===== src/sv/first_fit_slot_allocator_evict_defines.svh =====
// Assertion macros shared by the allocator RTL.
`ifndef FIRST_FIT_SLOT_ALLOCATOR_EVICT_DEFINES_SVH
`define FIRST_FIT_SLOT_ALLOCATOR_EVICT_DEFINES_SVH

// Checks that a condition holds at every clock edge outside reset.
`define FFSA_ASSERT_ALWAYS(lbl, cond, msg) \
  lbl: assert property (@(posedge clk) disable iff (!rst_n) (cond)) else $error(msg);

// Checks that a trigger in one cycle implies a consequence in the next.
`define FFSA_ASSERT_NEXT(lbl, trig, cons, msg) \
  lbl: assert property (@(posedge clk) disable iff (!rst_n) (trig) |=> (cons)) else $error(msg);

`endif


===== src/sv/ffsa_pkg.sv =====
`timescale 1ns / 1ps
package ffsa_pkg;

  localparam int SLOT_COUNT = 16;
  localparam int OVF_DEPTH  = 16;
  localparam int TAG_BITS   = 8;

  localparam int SLOT_W  = $clog2(SLOT_COUNT);
  localparam int OVF_W   = (OVF_DEPTH > 1) ? $clog2(OVF_DEPTH) : 1;
  localparam int FILL_W  = $clog2(OVF_DEPTH + 1);
  localparam int CMD_W   = 3;
  localparam int SIZE_W  = 5;
  localparam int INDEX_W = 5;
  localparam int RSLOT_W = 6;

  typedef logic [TAG_BITS-1:0] tag_t;

  localparam logic [CMD_W-1:0] CMD_PICKUP   = 3'd0;
  localparam logic [CMD_W-1:0] CMD_SWAP_IN  = 3'd1;
  localparam logic [CMD_W-1:0] CMD_REMOVE   = 3'd2;
  localparam logic [CMD_W-1:0] CMD_FIND     = 3'd3;
  localparam logic [CMD_W-1:0] CMD_CONTAINS = 3'd4;

  // Write requests from the sequencer into the storage.
  typedef struct packed {
    logic              map_we;
    logic [SLOT_W-1:0] map_waddr;
    tag_t              map_wdata;
    logic              ovf_we;
    logic [OVF_W-1:0]  ovf_waddr;
    tag_t              ovf_wdata;
  } store_wr_t;

endpackage


===== src/sv/ffsa_store.sv =====
`timescale 1ns / 1ps
module ffsa_store (
  input  logic                      clk,
  input  logic                      rst_n,
  input  ffsa_pkg::store_wr_t       wr,
  input  logic [ffsa_pkg::SLOT_W-1:0] map_raddr,
  output ffsa_pkg::tag_t            map_rdata,
  input  logic [ffsa_pkg::OVF_W-1:0]  ovf_raddr,
  output ffsa_pkg::tag_t            ovf_rdata
);
  import ffsa_pkg::*;

  tag_t slot_map_r [SLOT_COUNT];
  tag_t ovf_list_r [OVF_DEPTH];

  // The slot map starts empty; the overflow list is only read below its fill.
  always_ff @(posedge clk) begin
    if (!rst_n) begin
      for (int i = 0; i < SLOT_COUNT; i++) begin
        slot_map_r[i] <= '0;
      end
    end else if (wr.map_we) begin
      slot_map_r[wr.map_waddr] <= wr.map_wdata;
    end
  end

  always_ff @(posedge clk) begin
    if (wr.ovf_we) begin
      ovf_list_r[wr.ovf_waddr] <= wr.ovf_wdata;
    end
  end

  assign map_rdata = slot_map_r[map_raddr];
  assign ovf_rdata = ovf_list_r[ovf_raddr];

endmodule


===== src/sv/first_fit_slot_allocator_evict.sv =====
`timescale 1ns / 1ps
// First-fit slot allocator with eviction to an overflow list. A command
// transaction is taken when start is high and busy is low; busy then stays
// high until the result, which appears for exactly one cycle with out_valid
// high and cannot be held off by the receiver. All work runs through one
// sequencer that reads one slot-map entry and one overflow entry per cycle
// and writes at most one of each. A pickup that fits makes a pass over the
// slot map and then writes each placed slot; each eviction adds a clear of
// that run and a fresh fit pass. Swap-in adds a search and compaction of
// the overflow list.
module first_fit_slot_allocator_evict (
  input  logic                          clk,
  input  logic                          rst_n,
  input  logic                          start,
  output logic                          busy,
  input  logic [ffsa_pkg::CMD_W-1:0]    in_command,
  input  ffsa_pkg::tag_t                in_tag_id,
  input  logic [ffsa_pkg::SIZE_W-1:0]   in_run_size,
  input  logic [ffsa_pkg::INDEX_W-1:0]  in_slot_index,
  output logic                          out_valid,
  output logic                          out_ok,
  output ffsa_pkg::tag_t                out_result_tag,
  output logic signed [ffsa_pkg::RSLOT_W-1:0] out_result_slot,
  output logic [ffsa_pkg::FILL_W-1:0]   out_overflow_count
);
  import ffsa_pkg::*;
  `include "first_fit_slot_allocator_evict_defines.svh"

  // Sequencer states, one-hot.
  typedef enum logic [9:0] {
    S_IDLE  = 10'b0000000001,
    S_PREP  = 10'b0000000010,
    S_FIT   = 10'b0000000100,
    S_FILL  = 10'b0000001000,
    S_EVICT = 10'b0000010000,
    S_CLEAR = 10'b0000100000,
    S_SRCH  = 10'b0001000000,
    S_SHIFT = 10'b0010000000,
    S_FIND  = 10'b0100000000,
    S_CONT  = 10'b1000000000
  } state_t;

  localparam logic [SLOT_W-1:0] LAST_SLOT = SLOT_W'(SLOT_COUNT - 1);

  state_t                   state_r, state_nxt;
  logic [CMD_W-1:0]         cmd_r, cmd_nxt;
  tag_t                     tag_r, tag_nxt;
  logic [SIZE_W-1:0]        size_r, size_nxt;
  logic [INDEX_W-1:0]       slot_r, slot_nxt;
  logic [SLOT_W-1:0]        idx_r, idx_nxt;
  logic [SLOT_W-1:0]        ep_r, ep_nxt;
  logic [SIZE_W:0]          run_r, run_nxt;
  logic [SIZE_W:0]          cnt_r, cnt_nxt;
  logic [SLOT_W-1:0]        fit_r, fit_nxt;
  tag_t                     ctag_r, ctag_nxt;
  logic                     rem_r, rem_nxt;
  logic [OVF_W-1:0]         oi_r, oi_nxt;
  logic [FILL_W-1:0]        fill_r, fill_nxt;
  logic                     vld_r, vld_nxt;
  logic                     ok_r, ok_nxt;
  tag_t                     rtag_r, rtag_nxt;
  logic [RSLOT_W-1:0]       rslot_r, rslot_nxt;

  store_wr_t                wr;
  logic [SLOT_W-1:0]        map_raddr;
  tag_t                     map_rdata;
  logic [OVF_W-1:0]         ovf_raddr;
  tag_t                     ovf_rdata;
  logic [SIZE_W:0]          run_inc;
  logic [SIZE_W+1:0]        fit_calc;
  logic [FILL_W:0]          oi_next_ext;

  ffsa_store u_store (
    .clk       (clk),
    .rst_n     (rst_n),
    .wr        (wr),
    .map_raddr (map_raddr),
    .map_rdata (map_rdata),
    .ovf_raddr (ovf_raddr),
    .ovf_rdata (ovf_rdata)
  );

  // One read address per store, chosen by the sequencer state.
  always_comb begin
    case (state_r)
      S_PREP:          map_raddr = slot_r[SLOT_W-1:0];
      S_EVICT, S_CLEAR: map_raddr = ep_r;
      S_FIND:          map_raddr = idx_r - 1'b1;
      default:         map_raddr = idx_r;
    endcase
    ovf_raddr = (state_r == S_SHIFT) ? OVF_W'(oi_r + 1'b1) : oi_r;
  end

  assign run_inc     = run_r + 1'b1;
  assign fit_calc    = (SIZE_W+2)'(idx_r) + 1'b1 - (SIZE_W+2)'(size_r);
  assign oi_next_ext = (FILL_W+1)'(oi_r) + 1'b1;

  always_comb begin
    state_nxt = state_r;
    cmd_nxt   = cmd_r;
    tag_nxt   = tag_r;
    size_nxt  = size_r;
    slot_nxt  = slot_r;
    idx_nxt   = idx_r;
    ep_nxt    = ep_r;
    run_nxt   = run_r;
    cnt_nxt   = cnt_r;
    fit_nxt   = fit_r;
    ctag_nxt  = ctag_r;
    rem_nxt   = rem_r;
    oi_nxt    = oi_r;
    fill_nxt  = fill_r;
    vld_nxt   = 1'b0;
    ok_nxt    = ok_r;
    rtag_nxt  = rtag_r;
    rslot_nxt = rslot_r;
    wr        = '0;

    case (state_r)
      S_IDLE: begin
        if (start) begin
          cmd_nxt   = in_command;
          tag_nxt   = in_tag_id;
          size_nxt  = in_run_size;
          slot_nxt  = in_slot_index;
          ok_nxt    = 1'b0;
          rtag_nxt  = '0;
          rslot_nxt = '1;
          state_nxt = S_PREP;
        end
      end

      // Checks the transaction and picks the first working state.
      S_PREP: begin
        idx_nxt = '0;
        run_nxt = '0;
        ep_nxt  = '0;
        oi_nxt  = '0;
        rem_nxt = 1'b0;
        case (cmd_r)
          CMD_PICKUP: begin
            if (tag_r == '0 || size_r == '0 ||
                (SIZE_W+1)'(size_r) > (SIZE_W+1)'(SLOT_COUNT)) begin
              vld_nxt   = 1'b1;
              state_nxt = S_IDLE;
            end else begin
              state_nxt = S_FIT;
            end
          end
          CMD_SWAP_IN: begin
            if (fill_r == '0) begin
              vld_nxt   = 1'b1;
              state_nxt = S_IDLE;
            end else begin
              state_nxt = S_SRCH;
            end
          end
          CMD_REMOVE, CMD_FIND: begin
            if ((INDEX_W+1)'(slot_r) >= (INDEX_W+1)'(SLOT_COUNT) || map_rdata == '0) begin
              vld_nxt   = 1'b1;
              state_nxt = S_IDLE;
            end else begin
              ctag_nxt = map_rdata;
              if (cmd_r == CMD_REMOVE) begin
                rem_nxt   = 1'b1;
                ep_nxt    = slot_r[SLOT_W-1:0];
                state_nxt = S_CLEAR;
              end else begin
                idx_nxt   = slot_r[SLOT_W-1:0];
                state_nxt = S_FIND;
              end
            end
          end
          CMD_CONTAINS: begin
            state_nxt = S_CONT;
          end
          default: begin
            vld_nxt   = 1'b1;
            state_nxt = S_IDLE;
          end
        endcase
      end

      // Walks the slot map counting the current free stretch.
      S_FIT: begin
        if (map_rdata == '0) begin
          run_nxt = run_inc;
          if (run_inc >= (SIZE_W+1)'(size_r)) begin
            fit_nxt   = fit_calc[SLOT_W-1:0];
            idx_nxt   = fit_calc[SLOT_W-1:0];
            cnt_nxt   = (SIZE_W+1)'(size_r);
            state_nxt = S_FILL;
          end
        end else begin
          run_nxt = '0;
        end
        if (state_nxt == S_FIT) begin
          if (idx_r == LAST_SLOT) begin
            state_nxt = S_EVICT;
          end else begin
            idx_nxt = idx_r + 1'b1;
          end
        end
      end

      S_FILL: begin
        wr.map_we    = 1'b1;
        wr.map_waddr = idx_r;
        wr.map_wdata = tag_r;
        idx_nxt      = idx_r + 1'b1;
        cnt_nxt      = cnt_r - 1'b1;
        if (cnt_r == (SIZE_W+1)'(1) || idx_r == LAST_SLOT) begin
          ok_nxt    = 1'b1;
          rslot_nxt = RSLOT_W'(fit_r);
          vld_nxt   = 1'b1;
          state_nxt = S_IDLE;
        end
      end

      // Finds the next occupied run from the left and pushes its tag if the list has room.
      S_EVICT: begin
        if (map_rdata != '0) begin
          ctag_nxt = map_rdata;
          if (fill_r < FILL_W'(OVF_DEPTH)) begin
            wr.ovf_we    = 1'b1;
            wr.ovf_waddr = OVF_W'(fill_r);
            wr.ovf_wdata = map_rdata;
            fill_nxt     = fill_r + 1'b1;
          end
          state_nxt = S_CLEAR;
        end else if (ep_r == LAST_SLOT) begin
          vld_nxt   = 1'b1;
          state_nxt = S_IDLE;
        end else begin
          ep_nxt = ep_r + 1'b1;
        end
      end

      // Clears the run forward from the eviction or remove pointer.
      S_CLEAR: begin
        if (map_rdata == ctag_r) begin
          wr.map_we    = 1'b1;
          wr.map_waddr = ep_r;
          wr.map_wdata = '0;
        end
        if (map_rdata != ctag_r || ep_r == LAST_SLOT) begin
          if (rem_r) begin
            ok_nxt    = 1'b1;
            rtag_nxt  = ctag_r;
            rslot_nxt = RSLOT_W'(slot_r);
            vld_nxt   = 1'b1;
            state_nxt = S_IDLE;
          end else begin
            idx_nxt   = '0;
            run_nxt   = '0;
            state_nxt = S_FIT;
          end
        end else begin
          ep_nxt = ep_r + 1'b1;
        end
      end

      S_SRCH: begin
        if (ovf_rdata == tag_r) begin
          state_nxt = S_SHIFT;
        end else if (oi_next_ext >= (FILL_W+1)'(fill_r)) begin
          vld_nxt   = 1'b1;
          state_nxt = S_IDLE;
        end else begin
          oi_nxt = oi_r + 1'b1;
        end
      end

      // Closes the gap left by the fetched tag, then runs a pickup.
      S_SHIFT: begin
        if (oi_next_ext < (FILL_W+1)'(fill_r)) begin
          wr.ovf_we    = 1'b1;
          wr.ovf_waddr = oi_r;
          wr.ovf_wdata = ovf_rdata;
          oi_nxt       = OVF_W'(oi_next_ext);
        end else begin
          fill_nxt  = fill_r - 1'b1;
          cmd_nxt   = CMD_PICKUP;
          state_nxt = S_PREP;
        end
      end

      S_FIND: begin
        if (idx_r == '0 || map_rdata != ctag_r) begin
          ok_nxt    = 1'b1;
          rslot_nxt = RSLOT_W'(idx_r);
          vld_nxt   = 1'b1;
          state_nxt = S_IDLE;
        end else begin
          idx_nxt = idx_r - 1'b1;
        end
      end

      S_CONT: begin
        if (map_rdata == tag_r) begin
          ok_nxt    = 1'b1;
          vld_nxt   = 1'b1;
          state_nxt = S_IDLE;
        end else if (idx_r == LAST_SLOT) begin
          vld_nxt   = 1'b1;
          state_nxt = S_IDLE;
        end else begin
          idx_nxt = idx_r + 1'b1;
        end
      end

      default: begin
        state_nxt = S_IDLE;
      end
    endcase
  end

  always_ff @(posedge clk) begin
    if (!rst_n) begin
      state_r <= S_IDLE;
      fill_r  <= '0;
      vld_r   <= 1'b0;
    end else begin
      state_r <= state_nxt;
      fill_r  <= fill_nxt;
      vld_r   <= vld_nxt;
    end
  end

  always_ff @(posedge clk) begin
    cmd_r   <= cmd_nxt;
    tag_r   <= tag_nxt;
    size_r  <= size_nxt;
    slot_r  <= slot_nxt;
    idx_r   <= idx_nxt;
    ep_r    <= ep_nxt;
    run_r   <= run_nxt;
    cnt_r   <= cnt_nxt;
    fit_r   <= fit_nxt;
    ctag_r  <= ctag_nxt;
    rem_r   <= rem_nxt;
    oi_r    <= oi_nxt;
    ok_r    <= ok_nxt;
    rtag_r  <= rtag_nxt;
    rslot_r <= rslot_nxt;
  end

  assign busy               = (state_r != S_IDLE);
  assign out_valid          = vld_r;
  assign out_ok             = ok_r;
  assign out_result_tag     = rtag_r;
  assign out_result_slot    = rslot_r;
  assign out_overflow_count = fill_r;

  // A result is only raised as the sequencer returns to idle.
  `FFSA_ASSERT_ALWAYS(a_valid_idle, !vld_r || state_r == S_IDLE, "result outside idle")
  // The overflow list never holds more than its depth.
  `FFSA_ASSERT_ALWAYS(a_fill_bound, fill_r <= FILL_W'(OVF_DEPTH), "overflow fill too large")
  // An accepted transaction always enters the check state.
  `FFSA_ASSERT_NEXT(a_start_prep, start && !busy, state_r == S_PREP, "start not taken")
  // The fill pass never runs with nothing left to place.
  `FFSA_ASSERT_ALWAYS(a_fill_cnt, state_r != S_FILL || cnt_r != '0, "fill count empty")

endmodule

===== config.mk =====
export PLATFORM = sky130hd
export DESIGN_NAME = first_fit_slot_allocator_evict
export DESIGN_NICKNAME = d
export VERILOG_FILES = /design/src/sv/ffsa_pkg.sv /design/src/sv/ffsa_store.sv /design/src/sv/first_fit_slot_allocator_evict.sv
export VERILOG_INCLUDE_DIRS = /design/src /design/src/sv
export SDC_FILE = /design/constraint.sdc
export NUM_CORES = 1
export LEC_CHECK = 0
export ABC_AREA = 0
export CAP_MARGIN = 40
export CORE_ASPECT_RATIO = 0.9
export CORE_MARGIN = 8
export CORE_UTILIZATION = 60
export CTS_BUF_LIST = sky130_fd_sc_hd__clkbuf_8
export CTS_CLUSTER_DIAMETER = 80
export DETAILED_ROUTE_END_ITERATION = 16
export DONT_BUFFER_PORTS = 1
export PLACE_DENSITY = 0.76
export RECOVER_POWER = 25
export SYNTH_ARGS = -nofsm -noshare
export SYNTH_HDL_FRONTEND = slang
export SYNTH_HIERARCHICAL = 1
export SYNTH_SLANG_ARGS = --single-unit

===== constraint.sdc =====
create_clock -name clk -period 7.95 [get_ports clk]
set_input_delay 1.59 -clock clk [delete_from_list [all_inputs] [get_ports clk]]
set_output_delay 1.59 -clock clk [all_outputs]
set_load 0.05 [all_outputs]

### Yosys cells after proc, flatten, opt, wreduce, memory -nomap -nowiden

Memories as Yosys holds them, arrays and structs flattened.
Cells that the tools add are included.

* add/subtract/negate cells: 11
* $lt $le $gt $ge: 6
* equality and inequality tests: 49
* muxes and demuxes: 115
* bitwise gates (word level): 1
* reduce and logical (&&, ||, !) cells: 42

Operators with widths (number)
* 2-to-1 mux 10 bit: 16
* one-hot mux 10 bit (10 select lines): 1
* 2-to-1 mux 4 bit: 23
* 2-to-1 mux 6 bit: 10
* 2-to-1 mux 8 bit: 7
* 2-to-1 mux 13 bit: 4
* one-hot mux 13 bit (2 select lines): 2
* inequality test 2 bit (second input constant): 22
* one-hot mux 10 bit (4 select lines): 1
* one-hot mux 4 bit (3 select lines): 3
* one-hot mux 8 bit (2 select lines): 2
* 2-to-1 mux 1 bit: 27
* equality test 8 bit: 3
* one-hot mux 4 bit (6 select lines): 1
* one-hot mux 6 bit (4 select lines): 1
* equality test 10 x 3 -> 1 bit (second input constant): 2
* AND reduction 4 bit: 5
* 2-to-1 mux 9 bit: 2
* one-hot mux 6 bit (3 select lines): 1
* adder 4 x 1 -> 4 bit (second input constant): 4
* zero test 8 bit: 2
* 2-to-1 mux 5 bit: 3
* 2-to-1 mux 3 bit: 4
* one-hot mux 6 bit (2 select lines): 1
* 55 further kinds: 77

* flip-flop bits (word level): 89
* bits in writable memories: 256
* output and inout port bits: 22
* memories kept: 2

Memories
* u_store.ovf_list_r: depth 16, bits a word 8, rd ports 1, clocked after Yosys merged registers in 0, write ports 1, line ffsa_store.sv:14 `tag_t ovf_list_r [OVF_DEPTH];`
* u_store.slot_map_r: depth 16, bits a word 8, rd ports 1, clocked after Yosys merged registers in 0, write ports 16, line ffsa_store.sv:13 `tag_t slot_map_r [SLOT_COUNT];`

### Longest topological paths before layout

Gate-level depths: netlist (run 1).
An unclocked memory read counts as a cell.

* word-level depth: 12
* gate-level depth with buffers: 20
* gate-level depth less buffers: 17

### Modules after synthesis

Netlist (run 1), hierarchy kept.

By module, submodules not included
* ffsa_store: times used 1, cells an instance 596, area each 10958.0 µm², seq. area each 7687.4 µm²
* first_fit_slot_allocator_evict: times used 1, cells an instance 527, area each 5427.7 µm², seq. area each 2512.4 µm²

### Worst setup path after synthesis (run 1)

OpenSTA, ideal clock, no wires.

* path type: reg-to-reg
* from: register state_r[0]
* to: memory u_store/slot_map_r[13][0] in the netlist's numbering (enable)
* setup time: 0.384 ns
* arrival time: 5.181 ns
* data required time: 7.566 ns
* setup slack: 2.385 ns
* cell stages (with the launch flop): 20
* path buffers: 4
* clock period less this slack: 5.565 ns
* path through: dfxtp_1 -> or4_1 -> buf_6 -> or4_1 -> clkbuf_1 -> nand3_1 -> a21oi_1 -> a221o_1 -> buf_6 -> buf_4 -> mux4_2 -> a22oi_1 -> nand2_1 -> xor2_1 -> nor4_1 -> nand2_1 -> nor2_1 -> a22o_1 -> nand2b_1 -> o21ai_0

RTL lines
* start, declared: line first_fit_slot_allocator_evict.sv:45 `state_t state_r, state_nxt;`
* start signal, assigned: line first_fit_slot_allocator_evict.sv:324 `state_r <= state_nxt;`
* end, declared: line ffsa_store.sv:13

==> results.sh, run 1 <==
export IMPL_final_cell_area_um2=17700
export IMPL_drive_gt1_frac=0.122
export IMPL_cts_hold_buf=0
export IMPL_min_path_type="reg -> reg"
export IMPL_syn_area_um2=16400
export IMPL_maxSlewHeadroom=-0.0235
export IMPL_ys_ff_latch=345
export IMPL_grt_max_degree=35
export IMPL_cp_slowest_cell="or4_1"
export IMPL_worstSetupPathType="reg -> reg"
export IMPL_rsz0062_at_grt="false"
export IMPL_die_area_um2=32900
export IMPL_cts_sinks=345
export IMPL_crit_chain="or4_1 > or4_1 > nand3_1 > a21oi_1 > a221o_1 > buf_12 > mux4_2 > a22oi_1 > nand2_1 > xor2_1 > nor4_1 > nand2_1 > nor2_1 > or2_2 > nand4bb_1 > nor3_1 > nand2b_1"
export IMPL_clock_fmax_mhz=141
export IMPL_grt_first_pass_wirelength_um=58400
export IMPL_setup_viol=0
export IMPL_design_core_area_um2=27000
export IMPL_worstSkewPairLatency_ps=620
export IMPL_hold_ws_ps=581
export IMPL_cts_resized=0
export IMPL_synth_area_leaders="edfxtp_1 (60%), and2_1 (6.0%), mux4_2 (5.2%), mux4_1 (4.2%), dfxtp_1 (2.0%)"
export IMPL_antenna_found_initial=0
export IMPL_worstPathRequired_ps=8190
export IMPL_die_h_um=173
export IMPL_num_fill_cells=1884
export IMPL_status="complete, but fails checks"
export IMPL_critPathMaxFanout=22
export IMPL_critical_path_arrival_ps=7320
export IMPL_cp_start_kind="flip-flop"
export IMPL_netlist_top_cells_count="edfxtp_1 (329), and2_1 (158), nor2_1 (71), nand2_1 (59), mux4_2 (38)"
export IMPL_dp_hpwl_um=26100
export IMPL_post_cts_buffers=0
export IMPL_clockBufferDepth=3
export IMPL_port_buffer_count=0
export IMPL_via_count=9902
export IMPL_p_leak_uw=0.00594
export IMPL_yosysWarnings=6
export IMPL_cts_made_buffers=53
export IMPL_avgSynthCellArea_um2=14.6
export IMPL_slew_violations=35
export IMPL_first_global_vias=9827
export IMPL_path_clk_slew_ps=60
export IMPL_n_antenna_cell=0
export IMPL_finalSetupTns_ps=0
export IMPL_tightest_slew_ps=1540
export IMPL_placed_cell_area_um2=16700
export IMPL_via_per_inst=6.37
export IMPL_initial_core_util=0.608
export IMPL_drc=0
export IMPL_vdd_ir_drop_max_mv=0.138
export IMPL_yosysMostFrequentCell="edfxtp_1"
export IMPL_final_nets=1208
export IMPL_area_delta_synth_final_pct=8.16
export IMPL_die_w_um=190
export IMPL_drtIter0Drc=1098
export IMPL_ctsHtreeMaxLevel=2
export IMPL_ys_flop_type="edfxtp_1"
export IMPL_netlist_area_leader_share=0.603
export IMPL_synth_area_leader_cell="edfxtp_1"
export IMPL_first_pass_iters=8
export IMPL_layout_worst_path_cycle_share=0.890
export IMPL_grt_use_total=0.229
export IMPL_wl_um=38000
export IMPL_final_hold_viol_count=0
export IMPL_cts_tree="done"
export IMPL_synth_edf_count=329
export IMPL_final_antenna_net_count=0
export IMPL_clock_root_buffer="clkbuf_8"
export IMPL_syn_inst=1123
export IMPL_gr_total_overflow=0
export IMPL_place_gp_congestion=0.919
export IMPL_slowest_delay_ps=720
export IMPL_post_drt_wl_per_cell_um=24.4
export IMPL_ios=46
export IMPL_rows=57
export IMPL_synth_distinct_cells=79
export IMPL_worst_setup_path_end_kind="flip-flop"
export IMPL_finalClockSkew_ps=41.2
export IMPL_period_minus_slack_ps=7070
export IMPL_violations="max-capacitance violations, max-slew violations"
export IMPL_seq_area_frac_synth=0.622
export IMPL_power_density_nw_per_um2=209
export IMPL_ys_async_sr_fraction=0
export IMPL_cap_violations=1
export IMPL_syn_nets=1174
==> per-layer routing <==
metal,vias up,wire length (um),GRT usage
met4,0,534,0.0462
met5,-,0,0
met1,4938,16000,0.329
li1,4386,-,-
met2,528,17600,0.357
met3,50,3860,0.0511
==> path summary, 6_finish.rpt <==
kind	cells after the start	endpoint	slack [ps]	from
worst min register to register	2	out_result_slot[1]$_DFFE_PP_	580	fit_r[1]$_DFFE_PP_
worst max-delay path	17	u_store/slot_map_r[0][0]$_SDFFCE_PN0P_	880	state_r[0]$_SDFFE_PN1P_
worst max register to register	17	u_store/slot_map_r[0][0]$_SDFFCE_PN0P_	880	state_r[0]$_SDFFE_PN1P_
worst min-delay path	2	out_result_slot[1]$_DFFE_PP_	580	fit_r[1]$_DFFE_PP_
==> cell usage in the layout, fill, tap and decap left out, types with 6 or more instances in the layout <==
| cell | Yosys | routed |
|---|---|---|
| clkinv_1 | 0 | 12 |
| xnor2_1 | 24 | 24 |
| o21ai_0 | 28 | 28 |
| nor2b_1 | 8 | 8 |
| clkinv_2 | 0 | 9 |
| buf_4 | 2 | 22 |
| clkbuf_8 | 0 | 56 |
| nor3_1 | 12 | 12 |
| ha_1 | 25 | 25 |
| nand4b_1 | 6 | 6 |
| and2_1 | 158 | 147 |
| inv_1 | 27 | 46 |
| edfxtp_1 | 329 | 329 |
| nand3_1 | 16 | 16 |
| a22o_1 | 15 | 15 |
| xor2_1 | 27 | 27 |
| nor2_1 | 71 | 71 |
| dfxtp_1 | 16 | 16 |
| mux4_2 | 38 | 38 |
| a21oi_1 | 24 | 23 |
| nand2b_1 | 11 | 11 |
| mux4_1 | 26 | 26 |
| mux2i_1 | 6 | 6 |
| nor4_1 | 13 | 13 |
| and2_0 | 0 | 11 |
| a22oi_1 | 35 | 35 |
| nand2_1 | 59 | 59 |
==> sequential cells by signal, indices dropped and copies added, names as in the netlist <==
name and flops:
rem_r 1, tag_r 8, u_store/ovf_list_r 128, run_r 6, out_result_slot 6, u_store/slot_map_r 128, fit_r 4, out_ok 1
state_r 10, ctag_r 8, idx_r 4, out_result_tag 8, cnt_r 6, slot_r 5, out_overflow_count 5, out_valid 1
size_r 5, oi_r 4, ep_r 4, cmd_r 3
==> stage by stage <==
| stage | total power, uW | worst slack [ps] | cells | util |
|---|---|---|---|---|
| detailed placement | 2320 | 1010 | 1456 | 0.621 |
| global route | 3820 | 295 | 1554 | 0.657 |
| CTS | 3720 | 979 | 1554 | 0.658 |
| floorplan | 2250 | 2390 | 1123 | - |
| global placement | 2310 | 1210 | 1452 | 0.619 |
| finish | 3700 | 877 | 1554 | 0.657 |
==> power by group <==
group          switching [uW]  leakage [uW]  total [uW]  internal (uW)
registers                48.5       0.00301        2080           2030
clock network             697      0.000593        1420            723
logic                     124       0.00234         203           78.8
==> logic make-up (layout without fill, tap and decap cells) <==
kind of cell	count (synthesis)	after routing	synth area share
AOI/OAI and AO/OA	153	153	0.0660
xor gates and xnor gates	51	51	0.0273
adders and majority gates	27	27	0.0215
buffers and inverters	78	155	0.0273
DFF	345	345	0.622
muxes	70	70	0.0976
and+or+nand+nor	399	399	0.138
==> area by class of cell <==
type,instances,area [um2],share of cell area
Sequential cell,345,10200,0.576
Clock buffer,56,771,0.0435
Tap cell,354,443,0.0250
Timing Repair Buffer,28,211,0.0119
Clock inverter,42,246,0.0139
Inverter,29,109,0.00614
Multi-Input combinational cell,700,5740,0.324
==> worst max-delay path, delay by kind of cell, from the launching register on <==
kind	cells	cell delay, ps
AOI/OAI and AO/OA	3	1010
xor gates and xnor gates	1	220
DFF	1	360
and+or+nand+nor	11	4410
buffers and inverters	1	300
muxes	1	420
Power figures use the tool's default switching activity.
==> run 2: changes to the inputs <==
RECOVER_POWER = not set   (was 25)
==> run 2 against run 1 <==
  * Critical endpoint unchanged
  * Critical path type unchanged
  * Largest power group unchanged
  * Sequential power is essentially flat
  * Count of clock-buffer cells in the layout is the same
  * Global-route usage is the same
  * The run now ends clean
==> results.sh, run 2 (synthesized netlist as in run 1, its figures left out) <==
export IMPL_design_core_area_um2=27000
export IMPL_initial_core_util=0.608
export IMPL_clock_root_buffer="clkbuf_8"
export IMPL_cts_tree="done"
export IMPL_met2_usage=0.357
export IMPL_min_path_type="reg -> reg"
export IMPL_die_w_um=190
export IMPL_rsz0062_at_grt="false"
export IMPL_die_area_um2=32900
export IMPL_r2r_end="u_store/slot_map_r[0][0]$_SDFFCE_PN0P_"
export IMPL_final_hold_viol_count=0
export IMPL_antenna_found_initial=0
export IMPL_hp_start="fit_r[1]$_DFFE_PP_"
export IMPL_status="finished, final reports clean"
export IMPL_ff2ff_path_depth=18
export IMPL_clockBufferDepth=3
export IMPL_period_minus_slack_ps=7040
export IMPL_wl_um=38000
export IMPL_slew_violations=0
export IMPL_drc=0
export IMPL_ctsHtreeMaxLevel=2
export IMPL_path_clk_slew_ps=60
export IMPL_finalClockSkew_ps=37.6
export IMPL_via_count=9946
export IMPL_maxSlewHeadroom=0.428
export IMPL_clock_fmax_mhz=142
export IMPL_port_buffer_count=0
export IMPL_grt_use_total=0.229
export IMPL_grt_max_degree=35
export IMPL_drive_gt1_frac=0.128
export IMPL_critical_path_arrival_ps=7280
export IMPL_gr_usage_met1=0.329
export IMPL_vdd_ir_drop_max_mv=0.139
export IMPL_grt_first_pass_wirelength_um=58400
export IMPL_rr_startpoint="state_r[0]$_SDFFE_PN1P_"
export IMPL_final_nets=1208
export IMPL_final_common_cell="edfxtp_1"
export IMPL_final_cell_mix="edfxtp_1 (329), and2_1 (158), nor2_1 (71), nand2_1 (59), clkbuf_8 (56)"
export IMPL_power_density_nw_per_um2=209
export IMPL_p_leak_uw=0.00596
export IMPL_gr_total_overflow=0
export IMPL_n_antenna_cell=0
export IMPL_min_to="out_result_slot[1]$_DFFE_PP_"
export IMPL_critPathMaxFanout=16
export IMPL_worstPathRequired_ps=8190
export IMPL_final_antenna_net_count=0
export IMPL_largest_registers="u_store/ovf_list_r x128, u_store/slot_map_r x128, state_r x10"
export IMPL_place_gp_congestion=0.919
export IMPL_via_per_inst=6.40
export IMPL_rows=57
export IMPL_cp_start_kind="flip-flop"
export IMPL_grt_busiest_layer="met2"
export IMPL_worst_setup_path_end_kind="flip-flop"
export IMPL_finalSetupTns_ps=0
export IMPL_fin_util=0.658
export IMPL_dp_hpwl_um=26100
export IMPL_drtIter0Drc=1063
export IMPL_cts_resized=0
export IMPL_first_pass_iters=6
export IMPL_layout_worst_path_cycle_share=0.885
export IMPL_post_cts_buffers=0
export IMPL_cts_sinks=345
export IMPL_cap_violations=0
export IMPL_worstSetupPathType="reg -> reg"
export IMPL_tightest_slew_ps=858
export IMPL_die_h_um=173
export IMPL_first_global_vias=9827
export IMPL_setup_viol=0
export IMPL_cts_made_buffers=53
export IMPL_cts_hold_buf=0
export IMPL_area_delta_synth_final_pct=8.32
export IMPL_met3_usage=0.0511
export IMPL_ios=46
export IMPL_hold_depth=2
export IMPL_worstSkewPairLatency_ps=610
export IMPL_r2r_slack_ps=910
export IMPL_post_drt_wl_per_cell_um=24.5
-- run 2: layout make-up --
type	instances	area (um2)
clock buffers	56	771
clock inverters	42	246
fillers	1877	9210
inverters	29	109
multi-input cells	700	5750
flip-flops and latches	345	10200
well taps	354	443
repair buffers	28	230
-- run 2: how the worst max path moves through the flow --
stage / startpoint / endpoint / slack [ps] / cells past startpoint
6_report: state_r[0]$_SDFFE_PN1P_ / u_store/slot_map_r[0][0]$_SDFFCE_PN0P_ / 910 / 18
4_1_cts: state_r[0]$_SDFFE_PN1P_ / u_store/slot_map_r[0][1]$_SDFFCE_PN0P_ / 980 / 18
3_3_place_gp: state_r[0]$_SDFFE_PN1P_ / u_store/slot_map_r[0][0]$_SDFFCE_PN0P_ / 1210 / 15
3_5_place_dp: state_r[0]$_SDFFE_PN1P_ / u_store/slot_map_r[0][6]$_SDFFCE_PN0P_ / 1010 / 18
5_1_grt: state_r[4]$_SDFFE_PN0P_ / u_store/slot_map_r[0][2]$_SDFFCE_PN0P_ / 440 / 18
2_1_floorplan: state_r[0]$_SDFFE_PN1P_ / u_store/slot_map_r[13][0]$_SDFFCE_PN0P_ / 2390 / 19
-- run 2: worst max-delay path, stage by stage (launching register included) --
cell	delay [ps]
dfxtp_1	360
or4_1	720
or3_1	480
nand2_1	240
a221oi_1	150
a21oi_2	600
buf_6	230
buf_4	240
mux4_2	340
a22oi_1	210
nand2_1	230
xor2_1	230
nor4_1	580
nand2_1	160
nor2_1	330
or2_2	220
nand4bb_1	270
nor3_1	660
nand2b_1	420
-- run 2: through the flow --
step / hold WS (ps) / cells / worst slack, ps / cell area (um2) / power [uW]
2_1_floorplan: 513 / 1123 / 2390 / 16400 / 2250
3_3_place_gp: 577 / 1452 / 1210 / 16700 / 2310
3_5_place_dp: 555 / 1456 / 1010 / 16700 / 2320
4_1_cts: 584 / 1554 / 979 / 17700 / 3720
5_1_grt: 614 / 1554 / 437 / 17700 / 3820
6_report: 591 / 1554 / 915 / 17700 / 3710
-- run 2: metal layers --
| layer | share of wire | routed length, um | vias up |
|---|---|---|---|
| li1 | - | - | 4386 |
| met1 | 0.41 | 15800 | 4924 |
| met2 | 0.47 | 17700 | 586 |
| met3 | 0.11 | 4030 | 50 |
| met4 | 0.013 | 509 | 0 |
| met5 | 0 | 0 | - |
-- run 2: where the power goes --
group | internal (uW) | switching [uW] | leakage (uW)
Clock | 723 | 697 | 0.000593
Sequential | 2030 | 48.7 | 0.00301
Combinational | 80.5 | 125 | 0.00236
